**src/rtl/core/sct_pkg.sv**
```systemverilog
`timescale 1ns / 1ps
package sct_pkg;

  // character codes
  localparam logic [7:0] CH_SLASH  = 8'h2F;
  localparam logic [7:0] CH_NL     = 8'h0A;
  localparam logic [7:0] CH_QUOTE  = 8'h22;
  localparam logic [7:0] CH_BSLASH = 8'h5C;
  localparam logic [7:0] CH_HASH   = 8'h23;
  localparam logic [7:0] CH_PCT    = 8'h25;
  localparam logic [7:0] CH_TILDE  = 8'h7E;
  localparam logic [7:0] CH_SPACE  = 8'h20;
  localparam logic [7:0] CH_TAB    = 8'h09;
  localparam logic [7:0] CH_VT     = 8'h0B;
  localparam logic [7:0] CH_FF     = 8'h0C;
  localparam logic [7:0] CH_CR     = 8'h0D;
  localparam logic [7:0] CH_COMMA  = 8'h2C;
  localparam logic [7:0] CH_SEMI   = 8'h3B;
  localparam logic [7:0] CH_LPAR   = 8'h28;
  localparam logic [7:0] CH_RPAR   = 8'h29;
  localparam logic [7:0] CH_LBRACE = 8'h7B;
  localparam logic [7:0] CH_RBRACE = 8'h7D;
  localparam logic [7:0] CH_LBRACK = 8'h5B;
  localparam logic [7:0] CH_RBRACK = 8'h5D;
  localparam logic [7:0] CH_STAR   = 8'h2A;
  localparam logic [7:0] CH_PLUS   = 8'h2B;
  localparam logic [7:0] CH_MINUS  = 8'h2D;
  localparam logic [7:0] CH_EQ     = 8'h3D;
  localparam logic [7:0] CH_BANG   = 8'h21;
  localparam logic [7:0] CH_GT     = 8'h3E;
  localparam logic [7:0] CH_LT     = 8'h3C;
  localparam logic [7:0] CH_AMP    = 8'h26;
  localparam logic [7:0] CH_CARET  = 8'h5E;
  localparam logic [7:0] CH_PIPE   = 8'h7C;

  localparam int unsigned MaxRes = 4;

  typedef enum logic [1:0] {
    MODE_IDLE    = 2'd0,
    MODE_WORD    = 2'd1,
    MODE_STRING  = 2'd2,
    MODE_COMMENT = 2'd3
  } lex_mode_e;

  typedef enum logic [1:0] {
    ESC_NONE   = 2'd0,
    ESC_BSLASH = 2'd1,
    ESC_QUOTE  = 2'd2
  } esc_e;

  typedef struct packed {
    logic [7:0] char_in;
    logic       end_of_input;
  } in_item_t;

  typedef struct packed {
    logic [7:0] char_out;
    logic       token_start;
    logic       token_end;
    logic       last_of_run;
  } out_item_t;

  // one token character before the run mark is known
  typedef struct packed {
    logic [7:0] ch;
    logic       tok_start;
    logic       tok_end;
  } tok_t;

  typedef struct packed {
    logic [7:0] la_char;
    logic       la_valid;
    lex_mode_e  mode;
    esc_e       esc;
    logic [7:0] held_op;
    logic       held_valid;
    logic       tok_open;
  } lex_state_t;

  // all results of one input transaction
  typedef struct packed {
    logic [2:0]           cnt;
    tok_t [MaxRes-1:0]    res;
  } bundle_t;

endpackage

```
**src/rtl/core/script_character_tokenizer.sv**
```systemverilog
// the first result of a transaction is offered in the cycle after it is accepted
// one input transaction per cycle while each yields at most one result and the
//   output is not stalled; n results (0 to 4) hold the output register until sent
// the single result register sets the rate, one character per cycle unless stalled
// reset: rst_ni low clears lookahead, lexer mode, busy flag and index at once
`timescale 1ns / 1ps
module script_character_tokenizer (
  input  logic                clk_i,
  input  logic                rst_ni,
  input  logic                in_valid_i,
  output logic                in_stall_o,
  input  sct_pkg::in_item_t   in_data_i,
  output logic                out_valid_o,
  input  logic                out_stall_i,
  output sct_pkg::out_item_t  out_data_o
);

  // all the lexing for one byte happens between the state register in the
  // lexer and the result register in the drain stage
  sct_pkg::bundle_t  bundle;
  logic              in_accept;
  logic              drain_free;

  // the input is only held off while a run of results is still waiting;
  // when the last one of the run leaves, the next transaction goes straight in
  assign in_stall_o = !drain_free;
  assign in_accept  = in_valid_i && drain_free;

  sct_lexer u_lexer (
    .clk_i    (clk_i),
    .rst_ni   (rst_ni),
    .accept_i (in_accept),
    .item_i   (in_data_i),
    .bundle_o (bundle)
  );

  // result register and serialiser, up to four token characters per transaction
  sct_drain u_drain (
    .clk_i       (clk_i),
    .rst_ni      (rst_ni),
    .in_accept_i (in_accept),
    .bundle_i    (bundle),
    .free_o      (drain_free),
    .out_valid_o (out_valid_o),
    .out_stall_i (out_stall_i),
    .out_data_o  (out_data_o)
  );

endmodule

```
**src/rtl/core/sct_lexer.sv**
```systemverilog
`timescale 1ns / 1ps
module sct_lexer (
  input  logic                clk_i,
  input  logic                rst_ni,
  input  logic                accept_i,
  input  sct_pkg::in_item_t   item_i,
  output sct_pkg::bundle_t    bundle_o
);

  // results of one character step, two at most
  typedef struct packed {
    sct_pkg::lex_state_t  st;
    logic [1:0]           cnt;
    sct_pkg::tok_t [1:0]  res;
  } take_t;

  function automatic logic is_space(logic [7:0] c);
    return c == sct_pkg::CH_SPACE || c == sct_pkg::CH_TAB || c == sct_pkg::CH_NL ||
           c == sct_pkg::CH_VT || c == sct_pkg::CH_FF || c == sct_pkg::CH_CR;
  endfunction

  function automatic logic is_mark(logic [7:0] c);
    return c == sct_pkg::CH_COMMA || c == sct_pkg::CH_SEMI || c == sct_pkg::CH_LPAR ||
           c == sct_pkg::CH_RPAR || c == sct_pkg::CH_LBRACE || c == sct_pkg::CH_RBRACE ||
           c == sct_pkg::CH_LBRACK || c == sct_pkg::CH_RBRACK || c == sct_pkg::CH_STAR ||
           c == sct_pkg::CH_SLASH || c == sct_pkg::CH_PLUS || c == sct_pkg::CH_MINUS ||
           c == sct_pkg::CH_EQ || c == sct_pkg::CH_BANG || c == sct_pkg::CH_GT ||
           c == sct_pkg::CH_LT || c == sct_pkg::CH_TILDE || c == sct_pkg::CH_AMP ||
           c == sct_pkg::CH_CARET || c == sct_pkg::CH_PIPE || c == sct_pkg::CH_PCT ||
           c == sct_pkg::CH_HASH;
  endfunction

  function automatic logic is_sep(logic [7:0] c);
    return is_space(c) || is_mark(c);
  endfunction

  function automatic logic can_lead(logic [7:0] c);
    return c == sct_pkg::CH_PLUS || c == sct_pkg::CH_MINUS || c == sct_pkg::CH_STAR ||
           c == sct_pkg::CH_LT || c == sct_pkg::CH_GT || c == sct_pkg::CH_EQ ||
           c == sct_pkg::CH_BANG || c == sct_pkg::CH_AMP || c == sct_pkg::CH_PIPE;
  endfunction

  function automatic logic makes_pair(logic [7:0] a, logic [7:0] b);
    return (a == sct_pkg::CH_PLUS && b == sct_pkg::CH_PLUS) ||
           (a == sct_pkg::CH_MINUS && b == sct_pkg::CH_MINUS) ||
           (a == sct_pkg::CH_STAR && b == sct_pkg::CH_STAR) ||
           (a == sct_pkg::CH_LT && b == sct_pkg::CH_EQ) ||
           (a == sct_pkg::CH_GT && b == sct_pkg::CH_EQ) ||
           (a == sct_pkg::CH_EQ && b == sct_pkg::CH_EQ) ||
           (a == sct_pkg::CH_BANG && b == sct_pkg::CH_EQ) ||
           (a == sct_pkg::CH_AMP && b == sct_pkg::CH_AMP) ||
           (a == sct_pkg::CH_PIPE && b == sct_pkg::CH_PIPE);
  endfunction

  function automatic take_t put(take_t r, logic [7:0] c, logic s, logic e);
    r.res[r.cnt[0]] = '{ch: c, tok_start: s, tok_end: e};
    r.cnt = r.cnt + 2'd1;
    return r;
  endfunction

  function automatic take_t release_held(take_t r);
    if (r.st.held_valid) begin
      r = put(r, r.st.held_op, 1'b1, 1'b1);
      r.st.held_valid = 1'b0;
    end
    return r;
  endfunction

  function automatic take_t single_token(take_t r, logic [7:0] c);
    if (r.st.held_valid && makes_pair(r.st.held_op, c)) begin
      r = put(r, r.st.held_op, 1'b1, 1'b0);
      r = put(r, c, 1'b0, 1'b1);
      r.st.held_valid = 1'b0;
    end else begin
      r = release_held(r);
      if (can_lead(c)) begin
        r.st.held_op    = c;
        r.st.held_valid = 1'b1;
      end else begin
        r = put(r, c, 1'b1, 1'b1);
      end
    end
    return r;
  endfunction

  function automatic take_t open_token(take_t r, logic [7:0] c, sct_pkg::lex_mode_e m);
    r = release_held(r);
    r = put(r, c, 1'b1, 1'b0);
    r.st.tok_open = 1'b1;
    r.st.mode     = m;
    return r;
  endfunction

  function automatic take_t close_token(take_t r);
    r.st.tok_open = 1'b0;
    r.st.mode     = sct_pkg::MODE_IDLE;
    r.st.esc      = sct_pkg::ESC_NONE;
    return r;
  endfunction

  function automatic take_t take_byte(sct_pkg::lex_state_t st, logic [7:0] c,
                                      logic has_next, logic [7:0] n);
    take_t r;
    r     = '0;
    r.st  = st;
    if (st.mode == sct_pkg::MODE_COMMENT) begin
      if (c == sct_pkg::CH_NL) begin
        r.st.mode = sct_pkg::MODE_IDLE;
      end
    end else if (st.tok_open && st.mode == sct_pkg::MODE_STRING &&
                 st.esc != sct_pkg::ESC_NONE) begin
      r.st.esc = (st.esc == sct_pkg::ESC_BSLASH && has_next && n == sct_pkg::CH_QUOTE) ?
                 sct_pkg::ESC_QUOTE : sct_pkg::ESC_NONE;
      r = put(r, c, 1'b0, !has_next);
      if (!has_next) begin
        r = close_token(r);
      end
    end else if (st.mode != sct_pkg::MODE_STRING && has_next &&
                 c == sct_pkg::CH_SLASH && n == sct_pkg::CH_SLASH) begin
      r.st.tok_open = 1'b0;
      r.st.esc      = sct_pkg::ESC_NONE;
      r.st.mode     = sct_pkg::MODE_COMMENT;
    end else if (!st.tok_open) begin
      if (is_space(c)) begin
        r = r;
      end else if (!has_next) begin
        r = single_token(r, c);
      end else if (c == sct_pkg::CH_QUOTE) begin
        r = open_token(r, c, sct_pkg::MODE_STRING);
      end else if (is_mark(c) || is_sep(n)) begin
        r = single_token(r, c);
      end else begin
        r = open_token(r, c, sct_pkg::MODE_WORD);
      end
    end else if (!has_next) begin
      r = put(r, c, 1'b0, 1'b1);
      r = close_token(r);
    end else if (st.mode == sct_pkg::MODE_STRING) begin
      if (c == sct_pkg::CH_BSLASH) begin
        if (n == sct_pkg::CH_BSLASH) begin
          r.st.esc = sct_pkg::ESC_BSLASH;
        end else if (n == sct_pkg::CH_QUOTE) begin
          r.st.esc = sct_pkg::ESC_QUOTE;
        end
        r = put(r, c, 1'b0, 1'b0);
      end else if (c == sct_pkg::CH_QUOTE) begin
        r = put(r, c, 1'b0, 1'b1);
        r = close_token(r);
      end else begin
        r = put(r, c, 1'b0, 1'b0);
      end
    end else begin
      r = put(r, c, 1'b0, is_sep(n));
      if (is_sep(n)) begin
        r = close_token(r);
      end
    end
    return r;
  endfunction

  sct_pkg::lex_state_t  state_q, state_d;
  take_t                t1, t2;
  sct_pkg::tok_t [4:0]  list;
  logic [2:0]           k;

  always_comb begin
    t1    = '0;
    t1.st = state_q;
    if (state_q.la_valid) begin
      t1 = take_byte(state_q, state_q.la_char, 1'b1, item_i.char_in);
    end
    t2    = '0;
    t2.st = t1.st;
    if (item_i.end_of_input) begin
      t2      = take_byte(t1.st, item_i.char_in, 1'b0, 8'h00);
      t2      = release_held(t2);
      state_d = '0;
    end else begin
      state_d          = t1.st;
      state_d.la_char  = item_i.char_in;
      state_d.la_valid = 1'b1;
    end

    // pack both steps into one run, capped at four
    list = '0;
    k    = 3'd0;
    if (t1.cnt > 2'd0) begin
      list[k] = t1.res[0];
      k       = k + 3'd1;
    end
    if (t1.cnt > 2'd1) begin
      list[k] = t1.res[1];
      k       = k + 3'd1;
    end
    if (t2.cnt > 2'd0) begin
      list[k] = t2.res[0];
      k       = k + 3'd1;
    end
    if (t2.cnt > 2'd1) begin
      list[k] = t2.res[1];
      k       = k + 3'd1;
    end
    bundle_o.cnt = (k > 3'(sct_pkg::MaxRes)) ? 3'(sct_pkg::MaxRes) : k;
    bundle_o.res = list[sct_pkg::MaxRes-1:0];
  end

  always_ff @(posedge clk_i or negedge rst_ni) begin
    if (!rst_ni) begin
      state_q <= '0;
    end else if (accept_i) begin
      state_q <= state_d;
    end
  end

endmodule

```
**src/rtl/core/sct_drain.sv**
```systemverilog
`timescale 1ns / 1ps
module sct_drain (
  input  logic                clk_i,
  input  logic                rst_ni,
  input  logic                in_accept_i,
  input  sct_pkg::bundle_t    bundle_i,
  output logic                free_o,
  output logic                out_valid_o,
  input  logic                out_stall_i,
  output sct_pkg::out_item_t  out_data_o
);

  sct_pkg::bundle_t  bundle_q, bundle_d;
  logic [1:0]        idx_q, idx_d;
  logic              busy_q, busy_d;
  logic              is_last;
  logic              take;
  sct_pkg::tok_t     cur;

  assign cur     = bundle_q.res[idx_q];
  assign is_last = ({1'b0, idx_q} == bundle_q.cnt - 3'd1);
  assign take    = busy_q && !out_stall_i;

  assign out_valid_o            = busy_q;
  assign out_data_o.char_out    = cur.ch;
  assign out_data_o.token_start = cur.tok_start;
  assign out_data_o.token_end   = cur.tok_end;
  assign out_data_o.last_of_run = is_last;

  // free this cycle if empty or the last entry leaves now
  assign free_o = !busy_q || (take && is_last);

  always_comb begin
    bundle_d = bundle_q;
    idx_d    = idx_q;
    busy_d   = busy_q;
    if (take) begin
      if (is_last) begin
        busy_d = 1'b0;
      end else begin
        idx_d = idx_q + 2'd1;
      end
    end
    if (in_accept_i && bundle_i.cnt != 3'd0) begin
      bundle_d = bundle_i;
      idx_d    = 2'd0;
      busy_d   = 1'b1;
    end
  end

  always_ff @(posedge clk_i or negedge rst_ni) begin
    if (!rst_ni) begin
      busy_q <= 1'b0;
      idx_q  <= 2'd0;
    end else begin
      busy_q <= busy_d;
      idx_q  <= idx_d;
    end
  end

  always_ff @(posedge clk_i) begin
    bundle_q <= bundle_d;
  end

endmodule

```
**config.mk**
```make
export PLATFORM = sky130hd
export DESIGN_NAME = script_character_tokenizer
export DESIGN_NICKNAME = d
export VERILOG_FILES = /design/src/rtl/core/sct_pkg.sv /design/src/rtl/core/script_character_tokenizer.sv /design/src/rtl/core/sct_lexer.sv /design/src/rtl/core/sct_drain.sv
export SDC_FILE = /design/constraint.sdc
export NUM_CORES = 1
export LEC_CHECK = 0
export BUFFER_PORTS_ARGS = -buffer_cell sky130_fd_sc_hd__buf_2
export CORE_UTILIZATION = 60
export DETAILED_ROUTE_END_ITERATION = 8
export PLACE_DENSITY = 0.78
export REMOVE_ABC_BUFFERS = 1
export SYNTH_ARGS = -nofsm -noshare
export SYNTH_HDL_FRONTEND = slang
export SYNTH_SLANG_ARGS = --single-unit
```
**constraint.sdc**
```tcl
create_clock -name clk_i -period 11 [get_ports clk_i]
set_input_delay 1.1 -clock clk_i [delete_from_list [all_inputs] [get_ports clk_i]]
set_output_delay 1.1 -clock clk_i [all_outputs]
set_load 0.01 [all_outputs]
```
==> results of run 1 <==
-- worst min-delay path, cell delays in order (launching register included) --
cell	delay [ns]
dfrtp_1	0.41
o21ai_0	0.10
o41ai_1	0.06
-- through the flow --
| stage | hold slack, ns | worst slack, ns | instance area [µm²] | instances |
|---|---|---|---|---|
| 5_1_grt | 0.669 | 4.21 | 6070 | 787 |
| 6_report | 0.606 | 4.44 | 6070 | 787 |
| 2_1_floorplan | 0.492 | 4.54 | 5580 | 613 |
| 3_5_place_dp | 0.591 | 4.37 | 5900 | 771 |
| 4_1_cts | 0.614 | 4.57 | 6070 | 787 |
| 3_3_place_gp | 0.583 | 4.54 | 5900 | 771 |
-- where the power goes --
| part | switching, µW | internal [µW] | leakage, µW |
|---|---|---|---|
| Clock | 111 | 83.3 | 0.0000755 |
| Sequential | 99.6 | 377 | 0.000738 |
| Combinational | 467 | 278 | 0.00134 |
-- per-layer routing --
metal	global-route usage [%]	part of all wire, %	vias to the layer above
met4	13.7	3.2	0
met2	55.5	46	284
met3	7.31	8.3	43
met5	0	0	-
li1	-	-	2491
met1	48.3	42	2577
-- how the worst min path moves through the flow --
stage / startpoint / end / depth (start not counted)
2_1_floorplan: u_lexer.state_q[9] / u_lexer.state_q[9] / 1
3_3_place_gp: u_lexer.state_q[11] / u_lexer.state_q[11] / 2
3_5_place_dp: u_lexer.state_q[11] / u_lexer.state_q[11] / 2
4_1_cts: u_lexer.state_q[11] / u_lexer.state_q[11] / 2
5_1_grt: u_lexer.state_q[10] / u_lexer.state_q[10] / 2
6_report: u_lexer.state_q[11] / u_lexer.state_q[11] / 2
-- cells in the final DEF (no fill, tap or decap), types with 6 or more instances in the layout --
| cell type | synthesis | final |
|---|---|---|
| a21oi_1 | 33 | 33 |
| a221o_1 | 6 | 6 |
| a22o_1 | 11 | 11 |
| a22oi_1 | 19 | 19 |
| and2_1 | 10 | 10 |
| buf_2 | 5 | 25 |
| clkbuf_8 | 0 | 9 |
| dfrtp_1 | 26 | 26 |
| edfxtp_1 | 43 | 43 |
| ha_1 | 7 | 7 |
| inv_1 | 17 | 17 |
| mux2i_1 | 13 | 13 |
| mux4_2 | 10 | 10 |
| nand2_1 | 93 | 93 |
| nand2b_1 | 12 | 12 |
| nand3_1 | 8 | 8 |
| nand3b_1 | 7 | 7 |
| nand4_1 | 6 | 6 |
| nor2_1 | 54 | 54 |
| nor2b_1 | 7 | 7 |
| nor3_1 | 21 | 21 |
| nor4_1 | 6 | 6 |
| o21a_1 | 6 | 6 |
| o21ai_0 | 33 | 33 |
| o22ai_1 | 12 | 12 |
| o31a_1 | 7 | 7 |
| o31ai_1 | 10 | 10 |
| or2_2 | 6 | 6 |
| xor2_1 | 6 | 6 |
-- sequential cells by signal (all words and copies together), names as in the netlist --
name and count:
u_drain.bundle_q 43, u_drain.idx_q 2, u_drain.out_valid_o 1, u_lexer.state_q 23
-- cell type report --
| cell class | count | area [µm²] | share of cell area [%] |
|---|---|---|---|
| tap | 129 | 161 | 2.66 |
| timing repair buffer | 29 | 155 | 2.56 |
| sequential | 69 | 1940 | 32.0 |
| clock buffer | 10 | 128 | 2.10 |
| clock inverter | 6 | 47.5 | 0.783 |
| multi-input combinational | 525 | 3570 | 58.7 |
| inverter | 19 | 71.3 | 1.17 |
-- cells by family (layout without fill, tap and decap cells) --
| logic type | after synthesis | count (layout) | synth area share [%] |
|---|---|---|---|
| AND/OR/NAND/NOR | 281 | 281 | 26.0 |
| AO/OA/AOI/OAI | 197 | 197 | 24.9 |
| multiplexers | 28 | 28 | 7.29 |
| adder cells (fa/ha/maj) | 8 | 8 | 1.68 |
| buffers and inverters | 69 | 64 | 5.03 |
| XOR/XNOR | 11 | 11 | 1.66 |
| flip-flops | 69 | 69 | 33.5 |
==> key figures, run 1 <==
Status
  • Run status: completed

Critical path
  • Crit path capture: u_drain.bundle_q[4]
  • CP startpoint: u_lexer.state_q[19]
  • RR Endpoint: u_drain.bundle_q[4]
  • Critical Path Slowest Stage Cell: nor4b_1
  • Worst setup EP type: register
  • Top delay family on crit path: simple AND/OR/NAND/NOR gates
  • WP data arrival: about 6.6 ns
  • CP peak stage delay: approximately 0.95 ns
  • Crit-path cells: nor4b_1 -> and3_1 -> a311oi_1 -> nor3_1 -> o2bb2ai_4 -> ha_1 -> inv_1 -> nor3_1 -> o32ai_4 -> ha_1 -> nor3_1 -> or4_4 -> xnor2_1 -> ha_1 -> nor2_1 -> a221oi_2 -> or2_1 -> buf_4
  • R2R setup slack: 4.44 ns
  • Max FO, Critical Path: 43
  • Critical path launch point type: register
  • Reg2reg path depth: 18
  • Crit path kind: register to register
  • WP buf/inv: 2
  • Instance count on the critical path: 18
  • FF-to-FF Start: u_lexer.state_q[19]
  • Crit path required time: 11.00 ns

Clock network
  • Worst-path clk slew: 0.08 ns
  • Num CTS Buffers: 9
  • Hold Buf Count CTS: 0
  • Post-CTS Resized: 0
  • Root buf cell: clkbuf_8
  • Insertion delay to the later sink of the worst-skew pair: 0.36 ns
  • Clock Tree Buf Depth: 2
  • H-Tree Depth: 3
  • Post-CTS setup buffer count: 0
  • Clock sinks: 69
  • CTS tree: done

Floorplan
  • Total die area: 10100 µm²
  • Num rows: 35
  • Starting Density: 62.5%
  • Core Box Area: 9280 µm²
  • Die width: 100 µm
  • Die height: 100 µm
  • Top Ports: 26

Synth
  • Cells after Synth: about 660
  • Post-synth top area cell: edfxtp_1
  • Syn Area/Cell: between 8 and 9 µm²
  • Post-synth ARST share: 37.7%
  • Synthesized flop and latch total: 69
  • Number of flops mapped to enable cells by yosys: 43
  • Most common cell in the netlist: nand2_1
  • Distinct cells, synth: 91
  • Sequential share of the synthesized area: 33.5%
  • Yosys warns: 0
  • Synthesized area: a little under 6000 µm²
  • Commonest cells post-synth: nand2_1 (93), nor2_1 (54), edfxtp_1 (43)
  • Ranking of synthesized cells by area: edfxtp_1 (22%), dfrtp_1 (11%), nand2_1 (6.0%)
  • Most used DFF post-synth: edfxtp_1
  • Post-synth top area share: 22.3%

Drt
  • DR vias/cell: between 6 and 7
  • Routed len/inst: 21.8 µm
  • First-pass detailed-route iteration total: 6
  • Via Count: 5395
  • Drt initial violations: about 590
  • DRC violations left: 0
  • Routed Antenna Nets: 0
  • Detailed Route WL: 17.2 mm

STA
  • Pin slew with the least headroom to its limit: 1.20 ns
  • Max-slew violation count: 0
  • Final period util: 59.6%
  • Final Critical Period: 6.56 ns
  • Setup-failing EPs final: 0
  • Final Skew: 0.0109 ns
  • RSZ-0062 raised after global routing: no
  • Setup TNS: 0 ns
  • Final hold vios: 0
  • Fmax: 152 MHz
  • Slew margin rel.: between 10% and 20%

Cells and area
  • Area Growth Syn to Fin: 4.68%
  • Nets: just under 700
  • Fin util: 65.4%
  • Ratio of cells with drive above 1 in the final layout: roughly 14%
  • Antenna fix cells: 0
  • Filler cell count: 827

Power
  • Total power: 1420 µW
  • Power Density: 233 nW/µm²
  • VDD IR max: about 0.11 mV
  • Leakage: approximately 0.0022 µW

Global routing
  • Pin count of the biggest net entering global routing: 44
  • All-Layer GR Usage: 35.4%
  • Initial antenna violation count: 0
  • First-pass GRT wire length: 27.1 mm
  • Vias in the first global route: 4956
  • Total grt overflow: 0

Placement
  • Final GP Congestion: 1.00
  • DPL Wire Length: roughly 13 mm
  • Buffers added on ports: 25

Worst hold path
  • Hold crit path type: register to register

Job
  • Max-Cap Viols: 0
Power figures use the tool's default switching activity.
==> run 2: changes to the inputs <==
--- a/config.mk
+++ b/config.mk
@@ -6,7 +6,7 @@
 export NUM_CORES = 1
 export LEC_CHECK = 0
 export BUFFER_PORTS_ARGS = -buffer_cell sky130_fd_sc_hd__buf_2
-export CORE_UTILIZATION = 60
+export CORE_UTILIZATION = 57
 export DETAILED_ROUTE_END_ITERATION = 8
 export PLACE_DENSITY = 0.78
 export REMOVE_ABC_BUFFERS = 1
==> constraint.sdc (replaced) <==
create_clock -name clk_i -period 5.64 [get_ports clk_i]
set_input_delay 0.564 -clock clk_i [delete_from_list [all_inputs] [get_ports clk_i]]
set_output_delay 0.564 -clock clk_i [all_outputs]
set_load 0.01 [all_outputs]
==> run 2 against run 1 <==
  * Total power grew 110%
  * Non-clock buffer count rose by 32
  * Largest cell class unchanged
  * Sequential share of layout area fell by 1.6 points
  * Sequential cell count unchanged
  * Clock power up 140%
  * Wire length is 9.1% higher
  * Critical endpoint is now u_drain.bundle_q[9]
  * Fmax is 21% higher
  * Global-route usage increased by 2.2 points
  * Die area increased by 5.2%
  * Cell area up 5.4%
==> key figures, run 2 (same netlist as run 1, synthesis figures left out) <==
Clock network
  • Num CTS Buffers: 9
  • Insertion delay to the later sink of the worst-skew pair: 0.37 ns
  • Root buf cell: clkbuf_8
  • Post-CTS setup buffer count: 0
  • Clock Tree Buf Depth: 2
  • Clock sinks: 69
  • Worst-path clk slew: ~0.080 ns
  • H-Tree Depth: 3
  • CTS tree: done

Floorplan
  • Num rows: 36
  • Die height: slightly above 100 µm
  • Starting Density: between 50% and 60%
  • Top Ports: 26
  • Core Box Area: between 9000 and 10000 µm²
  • Total die area: between 10000 and 15000 µm²
  • Die width: 103 µm

Global routing
  • Total grt overflow: 0
  • First-pass GRT wire length: between 20 and 30 mm
  • All-Layer GR Usage: 37.6%
  • Pin count of the biggest net entering global routing: 44
  • Initial antenna violation count: 0
  • Vias in the first global route: 5141

Cells and area
  • Largest register FFs: 43
  • Final non-filler cell total: between 800 and 900
  • Register Area: approximately 1900 µm²
  • Largest registers: u_drain.bundle_q (43), u_lexer.state_q (23), u_drain.idx_q (2)
  • Top reg by flops: u_drain.bundle_q
  • Nets: about 700
  • Filler cell count: approximately 870
  • Most frequent cells in the layout: nand2_1 (93), nor2_1 (54), edfxtp_1 (43), buf_4 (35)
  • Commonest non-fill, non-tap cell in the layout: nand2_1
  • Area of the multi-input gates: 3580 µm²
  • Antenna fix cells: 0
  • Area Growth Syn to Fin: 10.3%
  • Ratio of cells with drive above 1 in the final layout: approximately a fifth

Placement
  • Place WS: approximately 0.15 ns
  • DPL Wire Length: 14.0 mm
  • Final GP Congestion: between 0.9 and 1
  • Placed Instances: 807
  • Buffers added on ports: 25

Worst hold path
  • Hold crit path type: input pin to asynchronous set/reset pin

Status
  • Run status: completed

Critical path
  • Worst setup EP type: register
  • Critical path launch point type: register
  • Crit path required time: 5.69 ns
  • Crit path kind: register to register
  • WP data arrival: 5.46 ns
  • Max FO, Critical Path: 43

STA
  • Slew margin rel.: 32.9%
  • Final Critical Period: approximately 5.4 ns
  • Max-slew violation count: 0
  • RSZ-0062 raised after global routing: no
  • Pin slew with the least headroom to its limit: 0.999 ns
  • Final period util: 96.0%
  • Fmax: 185 MHz
  • Final Skew: 0.0139 ns
  • Setup-failing EPs final: 0
  • Post-route setup slack: ~0.23 ns
  • Final hold vios: 0

Power
  • Power Density: 473 nW/µm²
  • Leakage: approximately 0.0024 µW
  • VDD IR max: around 0.34 mV
  • Total power: 3030 µW

Drt
  • DR vias/cell: ~7
  • First-pass detailed-route iteration total: 5
  • Via Count: between 5000 and 6000
  • Drt initial violations: about 530
  • Routed len/inst: 22.8 µm
  • DRC violations left: 0
  • Routed Antenna Nets: 0
  • Detailed Route WL: 18.7 mm

Job
  • Max-Cap Viols: 0
-- run 2: cell types whose count changed in the layout (fill, tap and decap cells not counted), sizes merged --
| cell | previous run | this run |
|---|---|---|
| buf | 29 | 61 |
| clkinvlp | 4 | 0 |
| bufinv | 0 | 2 |
| inv | 19 | 20 |
| clkinv | 2 | 4 |
| clkbuf | 10 | 9 |
-- run 2: area by class of cell --
type | instances | area share (%)
Tap cell | 133 | 2.60
Multi-Input combinational cell | 525 | 55.9
Sequential cell | 69 | 30.4
Inverter | 19 | 1.11
Clock buffer | 9 | 1.94
Clock inverter | 7 | 1.66
Timing Repair Buffer | 61 | 6.37
-- run 2: path summary, 6_finish.rpt --
check	start	end	slack [ns]	cells after the start
max in group asynchronous	rst_ni	u_lexer.state_q[20]	4.93	1
setup reg to reg	u_lexer.state_q[18]	u_drain.bundle_q[9]	0.23	18
hold reg to reg	u_lexer.state_q[21]	u_lexer.state_q[21]	0.57	2
hold / removal	rst_ni	u_lexer.state_q[18]	0.23	1
setup / recovery	u_lexer.state_q[18]	u_drain.bundle_q[9]	0.23	18
min in group clk_i	in_valid_i	u_drain.out_valid_o	0.51	2
-- run 2: stage by stage --
step | instance area (µm²) | util, % | hold slack [ns] | setup TNS [ns]
2_1_floorplan | 5580 | - | 0.268 | -22.55
4_1_cts | 6380 | 65.0 | 0.227 | 0
5_1_grt | 6400 | 65.2 | 0.263 | 0
3_5_place_dp | 6150 | 62.7 | 0.545 | 0
6_report | 6400 | 65.2 | 0.229 | 0
3_3_place_gp | 6150 | 62.7 | 0.535 | 0
-- run 2: routing by layer --
metal  GRT usage [%]  part of all wire (%)  up-vias
li1                -                     -     2562
met1            52.8                    42     2714
met2            57.3                    45      351
met3            8.54                    11       37
met4            13.0                   2.4        0
met5               0                     0        -
-- run 2: report_power, final --
group / internal, µW / switching [µW]
Sequential: 737 / 161
Combinational: 630 / 1020
Clock: 256 / 219
-- run 2: critical path: stages (launching register included) --
cell	delay, ns
dfrtp_1	0.55
or4b_2	0.66
a21oi_1	0.26
a221o_1	0.34
or4_4	0.23
o2bb2ai_4	0.08
ha_1	0.31
inv_1	0.08
a211oi_2	0.27
o32ai_4	0.11
ha_1	0.35
nor3_1	0.07
or4_4	0.44
xnor2_1	0.15
ha_1	0.29
nor2_1	0.07
a221oi_2	0.35
or2_1	0.21
buf_12	0.24
-- run 2: repair_timing --
action,in CTS,in global routing
hold buffers,0,0
resized for setup,0,4
endpoints found under the setup margin,0,43
